[config.mk]
export PLATFORM = sky130hd
export DESIGN_NAME = csl_out
export DESIGN_NICKNAME = d
export VERILOG_FILES = /design/src/hw/rtl/csl_pkg.sv /design/src/hw/rtl/csl_out.sv
export SDC_FILE = /design/constraint.sdc
export NUM_CORES = 1
export LEC_CHECK = 0
export BUFFER_PORTS_ARGS = -buffer_cell sky130_fd_sc_hd__buf_4
export CAP_MARGIN = 20
export CORE_ASPECT_RATIO = 0.7
export CORE_MARGIN = 3
export CORE_UTILIZATION = 50
export CTS_CLUSTER_DIAMETER = 120
export DETAILED_ROUTE_END_ITERATION = 16
export PLACE_DENSITY = 0.85
export SYNTH_ARGS = -nofsm -noshare
export SYNTH_HDL_FRONTEND = slang
export SYNTH_SLANG_ARGS = --single-unit
export TNS_END_PERCENT = 30
[constraint.sdc]
create_clock -name clk_i -period 6.4 [get_ports clk_i]
set_clock_uncertainty 0.1 [all_clocks]
set_input_delay 0.32 -clock clk_i [delete_from_list [all_inputs] [get_ports clk_i]]
set_output_delay 0.32 -clock clk_i [all_outputs]
set_load 0.005 [all_outputs]
[src/hw/rtl/csl_pkg.sv]
// ----------------------------------------------------------------------------
// csl_pkg
// Shared types, constants and character tables for the C source lexer.
// ----------------------------------------------------------------------------
package csl_pkg;

  localparam int unsigned PosBitsDef = 16;
  localparam int unsigned NumKw      = 44;
  localparam int unsigned KwLen      = 15;

  localparam logic [6:0] TypeString = 7'd24;
  localparam logic [6:0] TypeNumber = 7'd25;
  localparam logic [6:0] TypeIdent  = 7'd26;
  localparam logic [6:0] TypeKw0    = 7'd27;

  typedef enum logic [1:0] {
    ModeIdle = 2'd0,
    ModeNum  = 2'd1,
    ModeWord = 2'd2,
    ModeStr  = 2'd3
  } mode_e;

  typedef struct packed {
    logic [6:0]  tok_type;
    logic [15:0] start;
    logic [15:0] len;
    logic        err;
  } result_t;

  typedef struct packed {
    logic [1:0] cnt;
    logic       nl;
    result_t    r0;
    result_t    r1;
  } step_t;

  typedef logic [KwLen*8-1:0] kw_str_t;

  function automatic kw_str_t kw_str(input logic [5:0] k);
    kw_str_t s;
    s = '0;
    case (k)
      6'd0:  s = {"auto"};
      6'd1:  s = {"break"};
      6'd2:  s = {"case"};
      6'd3:  s = {"char"};
      6'd4:  s = {"const"};
      6'd5:  s = {"continue"};
      6'd6:  s = {"default"};
      6'd7:  s = {"do"};
      6'd8:  s = {"double"};
      6'd9:  s = {"else"};
      6'd10: s = {"enum"};
      6'd11: s = {"extern"};
      6'd12: s = {"float"};
      6'd13: s = {"for"};
      6'd14: s = {"goto"};
      6'd15: s = {"if"};
      6'd16: s = {"inline"};
      6'd17: s = {"int"};
      6'd18: s = {"long"};
      6'd19: s = {"register"};
      6'd20: s = {"restrict"};
      6'd21: s = {"return"};
      6'd22: s = {"short"};
      6'd23: s = {"signed"};
      6'd24: s = {"sizeof"};
      6'd25: s = {"static"};
      6'd26: s = {"struct"};
      6'd27: s = {"switch"};
      6'd28: s = {"typedef"};
      6'd29: s = {"union"};
      6'd30: s = {"unsigned"};
      6'd31: s = {"void"};
      6'd32: s = {"volatile"};
      6'd33: s = {"while"};
      6'd34: s = {"_Alignas"};
      6'd35: s = {"_Alignof"};
      6'd36: s = {"_Atomic"};
      6'd37: s = {"_Bool"};
      6'd38: s = {"_Complex"};
      6'd39: s = {"_Generic"};
      6'd40: s = {"_Imaginary"};
      6'd41: s = {"_Noreturn"};
      6'd42: s = {"_Static", "_assert"};
      6'd43: s = {"_Thread", "_local"};
      default: s = '0;
    endcase
    return s;
  endfunction

  function automatic logic [3:0] kw_len(input logic [5:0] k);
    kw_str_t     s;
    logic [3:0]  n;
    s = kw_str(k);
    n = '0;
    for (int i = 0; i < KwLen; i++) begin
      if (s[i*8 +: 8] != 8'd0) n = n + 4'd1;
    end
    return n;
  endfunction

  // Character at index idx (0 = first) of keyword k; 0 past the end.
  function automatic logic [7:0] kw_char(input logic [5:0] k, input logic [3:0] idx);
    kw_str_t    s;
    logic [3:0] n;
    logic [7:0] c;
    s = kw_str(k);
    n = kw_len(k);
    c = 8'd0;
    if (idx < n) c = s[(n - idx - 4'd1)*8 +: 8];
    return c;
  endfunction

  function automatic logic [5:0] sym_code(input logic [7:0] c);
    logic [5:0] v;
    case (c)
      "~": v = 6'd0;   "!": v = 6'd1;   "%": v = 6'd2;   "^": v = 6'd3;
      "&": v = 6'd4;   "*": v = 6'd5;   "(": v = 6'd6;   ")": v = 6'd7;
      "-": v = 6'd8;   "+": v = 6'd9;   "=": v = 6'd10;  ":": v = 6'd11;
      "<": v = 6'd12;  ">": v = 6'd13;  ",": v = 6'd14;  ".": v = 6'd15;
      "[": v = 6'd16;  "]": v = 6'd17;  "{": v = 6'd18;  "}": v = 6'd19;
      "|": v = 6'd20;  ";": v = 6'd21;  "/": v = 6'd22;  8'h5c: v = 6'd23;
      default: v = 6'd63;
    endcase
    return v;
  endfunction

  function automatic logic is_ws(input logic [7:0] c);
    return c == 8'h20 || c == 8'h09 || c == 8'h0d || c == 8'h0a;
  endfunction
  function automatic logic is_dig(input logic [7:0] c);
    return c >= "0" && c <= "9";
  endfunction
  function automatic logic is_oct(input logic [7:0] c);
    return c >= "0" && c <= "7";
  endfunction
  function automatic logic is_let(input logic [7:0] c);
    return (c >= "a" && c <= "z") || (c >= "A" && c <= "Z");
  endfunction

endpackage

[src/hw/rtl/csl_out.sv]
// ----------------------------------------------------------------------------
// csl_out
// Line counters and two-entry result buffer with serialized output.
// ----------------------------------------------------------------------------
module csl_out (
  input  logic              clk_i,
  input  logic              rst_ni,
  input  logic              go_i,
  input  csl_pkg::step_t    step_i,
  output logic              room_o,
  output logic              valid_o,
  input  logic              stall_i,
  output logic [6:0]        token_type_o,
  output logic [15:0]       start_pos_o,
  output logic [15:0]       token_len_o,
  output logic [15:0]       line_no_o,
  output logic [15:0]       index_on_line_o,
  output logic              lex_error_o,
  output logic              end_of_run_o
);
  import csl_pkg::*;

  typedef struct packed {
    result_t     r;
    logic [15:0] line;
    logic [15:0] idx;
    logic        last;
  } ent_t;

  logic [15:0] line_q, line_d, lt_q, lt_d;
  ent_t        buf_q [2];
  logic [1:0]  cnt_q;
  logic        rd_q;
  ent_t        e0, e1;
  logic        pop;

  always_comb begin
    line_d = line_q; lt_d = lt_q;
    e0 = '0; e1 = '0;
    e0.r = step_i.r0; e1.r = step_i.r1;
    e0.line = line_q; e1.line = line_q;
    e0.idx = lt_q;
    if (!step_i.r0.err && step_i.cnt != 2'd0 && lt_d != 16'hffff) lt_d = lt_d + 16'd1;
    e1.idx = lt_d;
    if (!step_i.r1.err && step_i.cnt == 2'd2 && lt_d != 16'hffff) lt_d = lt_d + 16'd1;
    if (step_i.r0.err) e0.r = '{tok_type: '0, start: '0, len: '0, err: 1'b1};
    if (step_i.r0.err) e0.line = '0;
    if (step_i.r0.err) e0.idx = '0;
    if (step_i.r1.err) begin e1.line = '0; e1.idx = '0; end
    e0.last = step_i.cnt == 2'd1;
    e1.last = 1'b1;
    if (go_i && step_i.nl) begin
      if (line_q != 16'hffff) line_d = line_q + 16'd1;
      lt_d = '0;
    end
  end

  assign pop = valid_o && !stall_i;
  assign room_o = (cnt_q == 2'd0) || (cnt_q == 2'd1 && pop) || (cnt_q == 2'd2 && pop && rd_q);

  always_ff @(posedge clk_i or negedge rst_ni) begin
    if (!rst_ni) begin
      line_q <= '0; lt_q <= '0; cnt_q <= '0; rd_q <= 1'b0;
    end else begin
      line_q <= line_d; lt_q <= lt_d;
      if (go_i && step_i.cnt != 2'd0) begin
        buf_q[0] <= e0; buf_q[1] <= e1; cnt_q <= step_i.cnt; rd_q <= 1'b0;
      end else if (pop) begin
        if (cnt_q == 2'd2 && !rd_q) rd_q <= 1'b1;
        else begin cnt_q <= '0; rd_q <= 1'b0; end
      end
    end
  end

  ent_t cur;
  assign cur = rd_q ? buf_q[1] : buf_q[0];
  assign valid_o         = cnt_q != 2'd0;
  assign token_type_o    = cur.r.tok_type;
  assign start_pos_o     = cur.r.start;
  assign token_len_o     = cur.r.len;
  assign line_no_o       = cur.line;
  assign index_on_line_o = cur.idx;
  assign lex_error_o     = cur.r.err;
  assign end_of_run_o    = cur.last;
endmodule

# Word level (Yosys, flattened, before mapping)
# Memory sizes are Yosys's and may differ from the RTL's.
# Cells that the tools add are included.
# op_classes
n_addsub	3
eq_ne	8
n_mux	16
reduce_logical	24
# op_table
op	n
$mux W16	5
$mux W73	1
$add A16 B1 Y16 const B	3
$ne A16 B16 Y1 const B	3
$mux W40	1
$mux W32	1
$logic_and A1 B1 Y1	12
$mux W2	3
$reduce_bool A2 Y1	3
$mux W1	5
$eq A2 B1 Y1 const B	2
$eq A2 B2 Y1 const B	2
$logic_not A1 Y1	4
$reduce_and A2 Y1	2
$logic_not A2 Y1	1
$logic_or A1 B1 Y1	2
$ne A2 B2 Y1 const B	1
# totals
register_bits	35
ram_bits	146
inputBits	87
elab_cells	56
mem_count	1
# memory_table
memory	depth	width	rd	rd_ports_with_merged_regs	wr	line	text
buf_q	2	73	2	0	2	csl_out.sv:31	ent_t buf_q [2];

# Longest topological paths before layout
# depth
ltp_word	8
ltp_mapped	14

# Worst setup path before layout
# Ideal clock, no wire load.
# synth_path
kind	input to register
start	in step_i[81] in the netlist's numbering
end	mem buf_q[0][0] in the netlist's numbering (enable)
t_arrival_ps	3787
path_slack_ps	1989
stages	2
path_cell_list	or2_2 -> and3_1
# synth_rtl
element	line	text
start: declaration	csl_out.sv:9	input csl_pkg::step_t step_i,
end: declaration	csl_out.sv:31	

# Worst setup path in the final report
# layout_path
start	reg lt_q[0]
end	reg lt_q[8]
# layout_via
elab_chain_len	7
word_cells_on_any_way	9
classes_between	2 x add/sub; 2 x eq/ne; 3 x mux; 2 x reduce/logical
# layout_rtl
element	line	text
start: declaration	csl_out.sv:30	logic [15:0] line_q, line_d, lt_q, lt_d;
start signal: assignment	csl_out.sv:65	line_q <= line_d; lt_q <= lt_d;
branches (longest 2 deep; another with $add A16 B1 Y16)	--	
$mux W16 *	csl_out.sv:43	if (!step_i.r0.err && step_i.cnt != 2'd0 && lt_d != 16'hffff) lt_d = lt_d + 16'd1;
branches (longest 2 deep; another with $add A16 B1 Y16)	--	
$mux W16 *	csl_out.sv:45	if (!step_i.r1.err && step_i.cnt == 2'd2 && lt_d != 16'hffff) lt_d = lt_d + 16'd1;
$mux W16 *	csl_out.sv:52	if (go_i && step_i.nl) begin
via lt_d[8]	csl_out.sv:30	
# Mark *: on every way through the listed nets, which the timed path passes.
# A chain may end at the register's enable or synchronous reset.

==> impl_metrics.toml <==
[yosys]
syn_inst = 626
synth_edf_count = 145
syn_nets = 716
syn_area_um2 = 8424
synthDistinctLibCells = 65
yosysWarningCount = 0
synth_top_cell_by_area = "edfxtp_1"
ys.flop_type = "edfxtp_1"
synth-seq-cells = 180
ys_top_cells_by_area = "edfxtp_1, dfrtp_1, mux2_2"
synth_top_area_share_pct = 51.69
yosysSeqAreaShare_pct = 62.08
avgSynthCellArea_um2 = 13.46
async_flop_share_pct = 19.44

[sta]
max-slew-margin-rel_pct = 28.90
tns_ps = 0
tightest_slew_ps = 1067
finalHoldViolCount = 0
slew_violations = 0
fmax_ghz = 0.2705
rsz0062_at_grt = "no"
period_share_pct = 57.75
fin_ws_ps = 2704
setup_violations = 0
period_minus_slack_ps = 3696

[detailed_routing]
drtIter0Drc = 617
via_count = 5831
drtPass1Iterations = 4
drcViolationCount = 0
viasPerCell = 5.532
routed_wl_um = 21060
ant_nets = 0
wl_per_cell_um = 19.98

[clock_tree]
cts_max_path_buffers = 2
cts_root_buffer = "clkbuf_16"
worstSkewPairLatency_ps = 420
h-tree-depth = 4
cts_made_buffers = 17
post_cts_buffers = 0
cts_tree = "built"
cts_resized = 0
cts_hold_buf = 40
clk_pin_slew_ps = 70
cts_sinks = 180

[critical_path]
cp.arrival_ps = 3910
crit_family = "compound AO/OA/AOI/OAI gates"
reg2reg_from = "lt_q[0]"
cp-start-kind = "flop"
crit_path_end_kind = "flop"
cp_max_fo = 15
cp_num_buf_inv = 2
cp_slowest_cell = "and4_1"
critPathMaxStageDelay_ps = 620
cp_cell_sequence = "ha_1, and3_1, a21oi_1, xnor2_1, inv_1, ha_1, inv_1, a311oi_2, and4_1, a31oi_1, mux2_2"
r2r_end = "lt_q[8]"
worst_ep_required_time_ps = 6610
ff2ff_path_depth = 11
r2r_slack_ps = 2700
critical_path_class = "reg2reg"

[place]
io_buffers = 161
gp_congestion = 0.9240
dp.cells = 981
hpwl_um = 12770
place_ws_ps = 2750
place_area_um2 = 9794

[floorplan]
core_area_um2 = 16400
start_util_pct = 51.38
dieWidth_um = 161.1
dieArea_um2 = 18470
ios = 162
dieHeight_um = 114.6
rows = 39

[cells_and_area]
stdcell_count = 1054
diodes = 0
drive_gt1_share_pct = 35.83
syn2layout_area_growth_pct = 29.07
finalInstanceArea_um2 = 10870
fin_nets = 906

[global_routing]
antenna_found_initial = 0
grt_max_degree = 85
grt_pass1_wl_um = 32710
grt_overflow = 0
track_usage_pct = 23.08
grt_pass1_vias = 5800

[power_and_ir_drop]
p_per_area_nw_per_um2 = 278.1
fin_total_pwr_mw = 3.024
leakage_nw = 4.028
ir_drop_mv = 0.1533

[min_path]
whs_path_depth = 2
hold_class = "in2reg"
min-delay-start = "go_i"
min_to = "rd_q"

[flow_run]
cap_violations = 0

[status]
outcome = "completed"
## logic make-up after synthesis
kind of cell | Yosys count | synth area share (%)
AND/OR/NAND/NOR | 241 | 16.75
flip-flops | 180 | 62.08
multiplexers | 88 | 11.57
AO/OA/AOI/OAI | 53 | 4.812
buffers and inverters | 38 | 1.945
XOR/XNOR | 23 | 2.391
adder cells (fa/ha/maj) | 3 | 0.4456
## synthesized netlist by cell type (4+ instances only)
library cell    n
nor3_1          7
a211oi_1        4
nand4_1        10
nand2_1        34
dfrtp_1        35
o31ai_1         4
buf_2           5
buf_1           6
xnor2_1        16
and2_1          8
nand2b_1        5
nor2b_1        86
a21oi_1        13
mux2i_1        13
nor2_1         30
and3_1          7
edfxtp_1      145
mux2_2         75
or4_1           4
xor2_1          7
and4_1          5
o21ai_0         6
or2_2           6
inv_1           6
clkbuf_1       18
nand3_1        20
## area by class of cell
class	count	area (µm²)
inverter	6	22.52
sequential	180	5234
multi-input combinational	408	3040
timing repair buffer	203	1644
tap	225	281.5
clock inverter	12	193.9
fill	1175	5523
clock buffer	20	456.7
## worst reg2reg max path: stages, from the launching register on
cell and delay [ps]:
dfrtp_1 470, ha_1 340, and3_1 270, a21oi_1 410
xnor2_1 200, inv_1 130, ha_1 180, inv_1 50
a311oi_2 340, and4_1 620, a31oi_1 180, mux2_2 290
## metal layers
layer | part of all wire [%] | vias to the layer above | global-route usage [%]
met2 | 45 | 257 | 35.40
met1 | 45 | 2869 | 32.69
met3 | 8.3 | 32 | 6.363
met4 | 1.6 | 0 | 6.418
met5 | 0 | - | 0
li1 | - | 2673 | -
## cells in the final DEF (no fill, tap or decap), types with 3 or more instances in the layout
| cell | count |
|---|---|
| buf_4 | 162 |
| edfxtp_1 | 145 |
| nor2b_1 | 86 |
| mux2_2 | 75 |
| dlygate4sd3_1 | 40 |
| nand2_1 | 34 |
| dfrtp_1 | 34 |
| nor2_1 | 30 |
| nand3_1 | 20 |
| clkbuf_16 | 17 |
| xnor2_1 | 16 |
| a21oi_1 | 13 |
| mux2i_1 | 13 |
| nand4_1 | 10 |
| and2_1 | 8 |
| nor3_1 | 7 |
| xor2_1 | 7 |
| and3_1 | 6 |
| inv_1 | 6 |
| o21ai_0 | 6 |
| or2_2 | 6 |
| and4_1 | 5 |
| nand2b_1 | 5 |
| o31ai_1 | 4 |
| or4_1 | 4 |
| a211oi_1 | 4 |
| bufinv_16 | 4 |
| o21a_1 | 3 |
| a31oi_1 | 3 |
| ha_1 | 3 |
| inv_6 | 3 |
| clkinvlp_4 | 3 |
## power breakdown
group | total [mW] | internal [mW] | switching [mW]
clock network | 1.14 | 0.683 | 0.453
registers | 1.45 | 1.36 | 0.0872
logic | 0.438 | 0.255 | 0.183
total | 3.02 | 2.30 | 0.723
## through the flow
step,utilization [%],hold slack (ps)
global route,66.32,27.94
CTS,66.15,16.32
detailed placement,59.74,221.2
global placement,59.74,217.5
finish,66.32,39.67
floorplan,-,-75.59
## sequential cells by signal, indices dropped and copies added (netlist names)
signal / cells
line_q: 16
cnt_q: 2
lt_q: 16
rd_q: 1
buf_q: 145
## how the worst max path moves through the flow
stage	end	cells past startpoint	slack, ps	from
CTS	lt_q[11]	11	2730	lt_q[13]
global placement	lt_q[11]	11	2890	step_i[40]
global route	lt_q[11]	11	2420	lt_q[13]
detailed placement	lt_q[11]	11	2750	lt_q[13]
finish	lt_q[8]	11	2700	lt_q[0]
floorplan	buf_q[0][0]	2	1990	step_i[81]
Note: power is estimated with default switching activity, not from simulation.
